===== src/rtl/tdfsm_pkg.sv =====
// Shared types and codes for the table-driven FSM runner.
// Holds the input/output word structs, item modes, end kinds and controller states.
package tdfsm_pkg;

  typedef enum logic [2:0] {
    MODE_STATE_WR  = 3'd0,
    MODE_BRANCH_WR = 3'd1,
    MODE_SLOT_WR   = 3'd2,
    MODE_START     = 3'd3,
    MODE_SYMBOL    = 3'd4,
    MODE_END       = 3'd5
  } mode_t;

  localparam logic [1:0] END_COMPLETE = 2'd0;
  localparam logic [1:0] END_NO_STEPS = 2'd1;
  localparam logic [1:0] END_HOP_CAP  = 2'd2;

  localparam logic [15:0] UNLIMITED_BUDGET = 16'hFFFF;

  typedef struct packed {
    logic [2:0]  mode;
    logic [3:0]  state_sel;
    logic [1:0]  branch_sel;
    logic [2:0]  slot_sel;
    logic [7:0]  symbol;
    logic        entry_valid;
    logic [3:0]  dest_state;
    logic        reverse_test;
    logic        terminate_now;
    logic        loop_default;
    logic [1:0]  completion_code;
    logic [15:0] step_budget;
  } in_word_t;

  typedef struct packed {
    logic [3:0]  final_state;
    logic [15:0] symbols_consumed;
    logic [1:0]  end_kind;
    logic [1:0]  state_code;
  } out_word_t;

  typedef enum logic [2:0] {
    ST_IDLE,
    ST_CHECK,
    ST_READ,
    ST_EVAL,
    ST_SETTLE,
    ST_TERM,
    ST_EMIT
  } ctrl_state_t;

  // controller -> datapath
  typedef struct packed {
    logic       tbl_wr;
    logic       start;
    logic       begin_sym;
    logic       clr_branch;
    logic       next_branch;
    logic       fire;
    logic       loop_take;
    logic       set_kind;
    logic [1:0] kind;
    logic       emit;
  } dp_cmd_t;

  // datapath -> controller
  typedef struct packed {
    logic start_ok;
    logic active;
    logic steps_zero;
    logic fire;
    logic hit;
    logic last_branch;
    logic loop_en;
    logic term;
    logic hop_cap;
    logic out_free;
  } dp_status_t;

endpackage


===== src/rtl/tdfsm_ctrl.sv =====
// Controller for the table-driven FSM runner: sequences table writes, runs and hops.
// Depends on tdfsm_pkg; drives the datapath through dp_cmd_t, watches dp_status_t.
module tdfsm_ctrl
  import tdfsm_pkg::*;
(
  input  logic       clk,
  input  logic       rst_n,
  input  logic       in_valid,
  input  logic [2:0] in_mode,
  output logic       in_ready,
  input  dp_status_t status,
  output dp_cmd_t    cmd
);

  ctrl_state_t state_r, state_nxt;
  logic        hop_r, hop_nxt;
  logic        accept;

  assign in_ready = (state_r == ST_IDLE);
  assign accept   = in_valid && in_ready;

  // Hold state and hop flag
  always_ff @(posedge clk) begin
    if (!rst_n) begin
      state_r <= ST_IDLE;
      hop_r   <= 1'b0;
    end else begin
      state_r <= state_nxt;
      hop_r   <= hop_nxt;
    end
  end

  // Next state
  always_comb begin
    state_nxt = state_r;
    hop_nxt   = hop_r;
    unique case (state_r)
      ST_IDLE: begin
        if (accept) begin
          unique case (in_mode) inside
            MODE_START: begin
              if (status.start_ok) begin
                state_nxt = ST_SETTLE;
                hop_nxt   = 1'b0;
              end
            end
            MODE_END:    if (status.active) state_nxt = ST_EMIT;
            MODE_SYMBOL: if (status.active) state_nxt = ST_CHECK;
            default: ;
          endcase
        end
      end
      ST_CHECK: state_nxt = status.steps_zero ? ST_EMIT : ST_READ;
      ST_READ:  state_nxt = ST_EVAL;
      ST_EVAL: begin
        if (status.fire) begin
          state_nxt = ST_SETTLE;
          hop_nxt   = !status.hit;
        end else if (status.last_branch) begin
          state_nxt = status.loop_en ? ST_IDLE : ST_EMIT;
        end else begin
          state_nxt = ST_READ;
        end
      end
      ST_SETTLE: state_nxt = ST_TERM;
      ST_TERM: begin
        if (status.term)                    state_nxt = ST_EMIT;
        else if (hop_r && status.hop_cap)   state_nxt = ST_EMIT;
        else if (hop_r)                     state_nxt = ST_CHECK;
        else                                state_nxt = ST_IDLE;
      end
      ST_EMIT: if (status.out_free) state_nxt = ST_IDLE;
      default: state_nxt = ST_IDLE;
    endcase
  end

  // Commands
  always_comb begin
    cmd = '0;
    unique case (state_r)
      ST_IDLE: begin
        if (accept) begin
          unique case (in_mode) inside
            MODE_STATE_WR, MODE_BRANCH_WR, MODE_SLOT_WR: cmd.tbl_wr = 1'b1;
            MODE_START: cmd.start = status.start_ok;
            MODE_END: begin
              cmd.set_kind = status.active;
              cmd.kind     = END_COMPLETE;
            end
            MODE_SYMBOL: cmd.begin_sym = status.active;
            default: ;
          endcase
        end
      end
      ST_CHECK: begin
        cmd.set_kind   = status.steps_zero;
        cmd.kind       = END_NO_STEPS;
        cmd.clr_branch = !status.steps_zero;
      end
      ST_READ: ;
      ST_EVAL: begin
        if (status.fire) begin
          cmd.fire = 1'b1;
        end else if (status.last_branch) begin
          cmd.loop_take = status.loop_en;
          cmd.set_kind  = !status.loop_en;
          cmd.kind      = END_COMPLETE;
        end else begin
          cmd.next_branch = 1'b1;
        end
      end
      ST_SETTLE: ;
      ST_TERM: begin
        if (status.term) begin
          cmd.set_kind = 1'b1;
          cmd.kind     = END_COMPLETE;
        end else if (hop_r && status.hop_cap) begin
          cmd.set_kind = 1'b1;
          cmd.kind     = END_HOP_CAP;
        end
      end
      ST_EMIT: cmd.emit = status.out_free;
      default: ;
    endcase
  end

endmodule


===== config.mk =====
export PLATFORM = sky130hd
export DESIGN_NAME = tdfsm_ctrl
export DESIGN_NICKNAME = d
export VERILOG_FILES = /design/src/rtl/tdfsm_pkg.sv /design/src/rtl/tdfsm_ctrl.sv
export SDC_FILE = /design/constraint.sdc
export NUM_CORES = 1
export LEC_CHECK = 0
export ABC_CLOCK_PERIOD_IN_PS = 1700
export BUFFER_PORTS_ARGS = -buffer_cell sky130_fd_sc_hd__buf_2
export CAP_MARGIN = 20
export CELL_PAD_IN_SITES_DETAIL_PLACEMENT = 0
export CELL_PAD_IN_SITES_GLOBAL_PLACEMENT = 1
export CORE_MARGIN = 3
export CORE_UTILIZATION = 25
export CTS_CLUSTER_DIAMETER = 40
export DETAILED_ROUTE_END_ITERATION = 8
export GPL_TIMING_DRIVEN = 1
export PLACE_DENSITY = 0.74
export SYNTH_ARGS = -nofsm -noshare
export SYNTH_HDL_FRONTEND = slang
export SYNTH_SLANG_ARGS = --single-unit
export TNS_END_PERCENT = 50

===== constraint.sdc =====
create_clock -name clk -period 1.7 [get_ports clk]
set_input_delay 0 -clock clk [delete_from_list [all_inputs] [get_ports clk]]
set_output_delay 0 -clock clk [all_outputs]
set_load 0.01 [all_outputs]

==> results.md, run 1 <==
- Die area: 0.002318 mm²
- Placement row count: 14
- Primary FF master, synth: dfxtp_1
- Port-buffer cells: 27
- Largest delay contributor family on the critical path: simple AND/OR/NAND/NOR gates
- Most frequent cells in the layout: 27 x buf_2, 6 x nand2_1, 6 x nor2_1
- Global-route wire length before repair: 1.938 mm
- Post-Syn Nets: 77
- Worst min path class: input pin to register
- Largest cells by area after synthesis: dfxtp_1 18%, nand2_1 5.1%, nor2_1 5.1%, o21ai_0 4.5%, nand2b_1 4.2%
- Die Ht: 48.15 µm
- VDD IR max: 398.6 µV
- Initial antenna violation count: 0
- # setup viols final: 0
- Core area: 0.001594 mm²
- Sequential area share after synthesis: 18.03%
- CP arrival: 1.58 ns
- Status: finished, final reports clean
- Distinct cell type count after synthesis: 34
- Synth Instances: 61
- Vias in the first global route: 463
- Chip width: 48.15 µm
- Most common cell after layout, fill and taps aside: buf_2
- Number of synthesized flops with an enable pin: 0
- Clk_lat worst skew: 0.24 ns
- Required time of the critical path: 1.70 ns
- Crit. End Element: primary output
- Total Routing Usage GR: 12.05%
- Avg WL per Cell: 10.80 µm
- Post-route ant nets: 0
- Via Count: 531
- Fmax: 0.6340 GHz
- Antenna diode count: 0
- Final hold viol count: 0
- Share of layout cells above drive strength 1: 39.77%
- Period utilisation layout: 92.78%
- Clk_skew: 0.005220 ns
- DP Worst Slack: 0.2805 ns
- Vias/cell: 4.741
- Final Net Count: 106
- Worst slew margin relative to its limit: 81.15%
- CP peak stage delay: 0.60 ns
- P&R area growth vs syn: 38.03%
- Fin worst setup slack: 0.1228 ns
- Dominant cell type by area after synthesis: dfxtp_1
- Initial Utilization: 27.86%
- Initial DRC Count: 9
- Fin. max-slew vios: 0
- Ys async rst share: 0%
- H-tree levels: 1
- Clock Sinks: 4
- Cell Chain, Critical Path: or4b_4, a211oi_1, buf_2
- Setup TNS: 0 ns
- Boundary Pins: 28
- DRC Markers: 0
- P_leak: 0.2883 nW
- Final Wtd Congestion: 0.7010
- CTS root buf: clkbuf_4
- Final wirelength: 1.210 mm
- CP startpoint: state_r[1]$_SDFFE_PN0P_
- Worst setup SP type: register
- R2R Path Start: state_r[1]$_SDFFE_PN0P_
- Max-cap violations: 0
- Synthesized area: 444.2 µm²
- Top-area cell type share of the netlist area: 18.03%
- RSZ-0062 raised after global routing: false
- Final min period: 1.577 ns
- PwrDens: 511.4 mW/mm²
- WP buf/inv: 1
- Hold_ws: 0.03959 ns
- Worst-path fanout max: 9
- CTS buffer count: 3
- CTS tree: yes
- First-pass iteration count of the detailed router: 4
- Critical path class: register to primary output
- Largest net degree at the start of global routing: 12
- Measured slew at the worst slew-check pin: 0.2805 ns
- Post-DP HPWL: 965.8 µm
- Cts hold-fix bufs: 0
- Max clock buf depth: 2
- Synth Warn #: 0
- Grt ovf: 0
- Finished Core Util: 38.46%
- Clk slew on worst S/H paths: 0.04 ns
- Max stage delay cell, worst path: or4b_4
- Yosys reg bits: 4
- Hold_sp: status[5]
- Avg Inst Size Synth: 7.282 µm²
flip-flops by register name (all words and copies together) (netlist names):
register	count
hop_r	1
state_r	3
timing repair:
action,4_1_cts,5_1_grt
setup endpoints to repair,0,1
resized for setup,0,3
buffers inserted,0,0
layer usage:
| metal | vias to the layer above | part of all wire (%) | track usage (%) |
|---|---|---|---|
| met5 | - | 0 | 0 |
| met2 | 25 | 45 | 17.71 |
| met4 | 0 | 0 | 3.226 |
| met3 | 0 | 7.6 | 5.535 |
| met1 | 226 | 48 | 15.82 |
| li1 | 280 | - | - |
worst register-to-register path: cells and delay by family (launching register included):
| kind | cells | cell delay, ns |
|---|---|---|
| simple gates | 4 | 0.93 |
| flops | 1 | 0.38 |
cell usage after synthesis, types with 2 or more instances:
cell type  count
nor2_1         6
inv_1          3
dfxtp_1        4
o31ai_1        2
nand4b_1       2
nor2b_1        3
o21ai_0        4
nand2b_1       3
nand3_1        2
nand2_1        6
nor3_1         3
power breakdown:
group	total [mW]	leakage (nW)	switching (mW)	internal, mW
clock network	0.121	0.0138	0.0421	0.0792
logic	0.0845	0.241	0.0425	0.0421
registers	0.108	0.0333	0.00920	0.0984
total	0.314	0.288	0.0938	0.220
path summary, 6_finish.rpt:
kind	end	slack (ns)	depth (start not counted)
max	cmd[10]	0.12	3
min	hop_r$_SDFFE_PN0P_	0.04	4
max reg2reg	hop_r$_SDFFE_PN0P_	0.28	4
min reg2reg	hop_r$_SDFFE_PN0P_	0.53	2
area by class of cell:
type / count / area, µm²
multi-input combinational: 51 / 331.6
clock buffer: 3 / 22.52
inverter: 3 / 11.26
fill: 183 / 980.9
tap: 24 / 30.03
timing repair buffer: 27 / 135.1
sequential: 4 / 82.58
logic make-up (layout without fill, tap and decap cells):
kind of cell    count (synthesis)  after routing  share of synthesized area, %
compound gates                 14             14                         21.41
buf+inv                         6             33                         7.887
flops                           4              4                         18.03
mux                             1              1                         2.254
simple gates                   36             36                         50.43
metrics by stage:
step	power (mW)	instance area, µm²	instances
6_report	0.3135	613.1	112
5_1_grt	0.3441	613.1	112
4_1_cts	0.3179	608.1	112
3_5_place_dp	0.1922	585.6	109
3_3_place_gp	0.1921	585.6	109
2_1_floorplan	0.1566	444.2	61
No activity file was read; power rests on OpenSTA's default activity.
==> run 2: changes to the inputs <==
--- a/config.mk
+++ b/config.mk
@@ -15,7 +15,7 @@
 export CTS_CLUSTER_DIAMETER = 40
 export DETAILED_ROUTE_END_ITERATION = 8
 export GPL_TIMING_DRIVEN = 1
-export PLACE_DENSITY = 0.74
+export PLACE_DENSITY = 0.71
 export SYNTH_ARGS = -nofsm -noshare
 export SYNTH_HDL_FRONTEND = slang
 export SYNTH_SLANG_ARGS = --single-unit
==> results.md, run 2 (synthesized netlist as in run 1, its figures left out) <==
- Placement row count: 14 (unchanged)
- Via Count: 533 (+0.38%)
- DRC Markers: 0 (unchanged)
- Largest register FFs: 3 (unchanged)
- Fin worst setup slack: 0.1300 ns (+0.007232 ns)
- Post-place instance area: 585.6 µm² (unchanged)
- Clk slew on worst S/H paths: 0.04 ns (about the same)
- Vias/cell: 4.759 (+0.38%)
- Measured slew at the worst slew-check pin: 0.2758 ns (-0.004751 ns)
- Clock power share: 37.8% (-0.9 points)
- Worst R2R Setup Slack: 0.30 ns (+0.02 ns)
- Status: finished, final reports clean
- Post-DP HPWL: 1.003 mm (+3.9%)
- DP Worst Slack: 0.2795 ns (-0.001064 ns)
- Share of layout cells above drive strength 1: 39.77% (unchanged)
- Critical path class: register to primary output
- CTS tree: yes
- P_sw: 0.08972 mW (-4.3%)
- Period utilisation layout: 92.35% (-0.43 points)
- VDD IR max: 141.6 µV (-64%)
- Worst slew margin relative to its limit: 81.47% (+0.32 points)
- P_leak: 0.2883 nW (unchanged)
- # setup viols final: 0 (unchanged)
- First-pass iteration count of the detailed router: 4 (unchanged)
- P&R area growth vs syn: 38.03% (unchanged)
- Avg WL per Cell: 10.94 µm (+1.2%)
- Worst min path class: input pin to register
- Final Net Count: 106 (unchanged)
- Die Ht: 48.15 µm (unchanged)
- Max-cap violations: 0 (unchanged)
- Post-route ant nets: 0 (unchanged)
- Clock Sinks: 4 (unchanged)
- Worst setup SP type: register
- Regs by FF count: state_r (3), hop_r (1)
- Setup crit end: cmd[10]
- R2R depth: 4 (unchanged)
- Boundary Pins: 28 (unchanged)
- CTS buffer count: 3 (unchanged)
- Clk_lat worst skew: 0.23 ns (about the same)
- Sequential share of power: 34.8% (+0.5 points)
- Clk_skew: 0.001348 ns (-0.003873 ns)
- Most frequent cells in the layout: 27 x buf_2, 6 x nand2_1, 6 x nor2_1
- Antenna diode count: 0 (unchanged)
- Reg with most FFs: state_r
- Final Wtd Congestion: 0.7865 (+12%)
- Final wirelength: 1.225 mm (+1.2%)
- Comb power frac: 27.3% (+0.3 points)
- Fin. max-slew vios: 0 (unchanged)
- Final Power: 0.3092 mW (-1.4%)
- CP startpoint: state_r[1]$_SDFFE_PN0P_
- Crit. End Element: primary output
- Die area: 0.002318 mm² (unchanged)
- P_int: 0.2195 mW (about the same)
- Initial antenna violation count: 0 (unchanged)
- Vias in the first global route: 479 (+3.5%)
- Final hold viol count: 0 (unchanged)
- Reg-to-reg critical path endpoint: hop_r$_SDFFE_PN0P_
- Required time of the critical path: 1.70 ns (about the same)
- Chip width: 48.15 µm (unchanged)
- RSZ-0062 raised after global routing: false
- Max clock buf depth: 2 (unchanged)
- Final min period: 1.570 ns (-0.007232 ns)
- Worst-path fanout max: 9 (unchanged)
- PwrDens: 504.4 mW/mm² (-1.4%)
- Final instance area: 613.1 µm² (unchanged)
- Initial DRC Count: 13 (+4)
- Most common cell after layout, fill and taps aside: buf_2
- Total Routing Usage GR: 11.98% (-0.075 points)
- Largest net degree at the start of global routing: 12 (unchanged)
- Initial Utilization: 27.86% (unchanged)
- Switching fraction of total power: 29.02% (-0.90 points)
- Core area: 0.001594 mm² (unchanged)
- Fmax: 0.6370 GHz (+0.46%)
- R2R Path Start: state_r[1]$_SDFFE_PN0P_
- Grt ovf: 0 (unchanged)
- CP arrival: 1.57 ns (about the same)
- H-tree levels: 1 (unchanged)
- Port-buffer cells: 27 (unchanged)
- Global-route wire length before repair: 2.007 mm (+3.6%)
- Setup TNS: 0 ns (unchanged)
- CTS root buf: clkbuf_4
[run 2: layout make-up]
type / instances / area (µm²)
fillers: 173 / 980.9
multi-input cells: 51 / 331.6
repair buffers: 27 / 135.1
flip-flops and latches: 4 / 82.58
well taps: 24 / 30.03
clock buffers: 3 / 22.52
inverters: 3 / 11.26
[run 2: power by group through the flow]
stage          sequential (mW)  combinational [mW]  clock, mW
3_3_place_gp             0.108              0.0853          0
4_1_cts                  0.107              0.0844      0.122
5_1_grt                  0.108              0.0940      0.129
2_1_floorplan            0.100              0.0563          0
3_5_place_dp             0.108              0.0840          0
6_report                 0.108              0.0845      0.117
[run 2: worst max-delay path, cell delays in order, from the launching register on]
cell and delay, ns:
dfxtp_1 0.37, or4b_4 0.58, a211oi_1 0.21, buf_2 0.16
[run 2: stage by stage]
stage | cells | util, % | hold slack [ns]
after floorplan | 61 | - | 0.04633
after global placement | 109 | 36.73 | 0.2545
after detailed placement | 109 | 36.73 | 0.2536
after CTS | 112 | 38.15 | 0.04100
after global routing | 112 | 38.46 | 0.07421
final | 112 | 38.46 | 0.05477
[run 2: layer usage]
layer	GRT usage, %	share of wire, %	up-vias
met1	16.48	49	234
met4	6.452	1.4	0
met3	1.107	4.9	2
li1	-	-	281
met2	18.23	44	16
met5	0	0	-
[run 2: worst min-delay path by stage]
| stage | from | to | slack (ns) | depth (start not counted) |
|---|---|---|---|---|
| 2_1_floorplan | in_mode[2] | cmd[10] | 0.05 | 1 |
| 3_3_place_gp | status[7] | cmd[7] | 0.25 | 3 |
| 3_5_place_dp | status[7] | cmd[7] | 0.25 | 3 |
| 4_1_cts | status[5] | hop_r$_SDFFE_PN0P_ | 0.04 | 4 |
| 5_1_grt | status[5] | hop_r$_SDFFE_PN0P_ | 0.07 | 4 |
| 6_report | status[5] | hop_r$_SDFFE_PN0P_ | 0.05 | 4 |
[run 2: timing repair]
action                     in CTS  in global routing
buffers inserted                0                  0
hold buffers                    0                  0
setup endpoints to repair       0                  1
resized for setup               0                  3
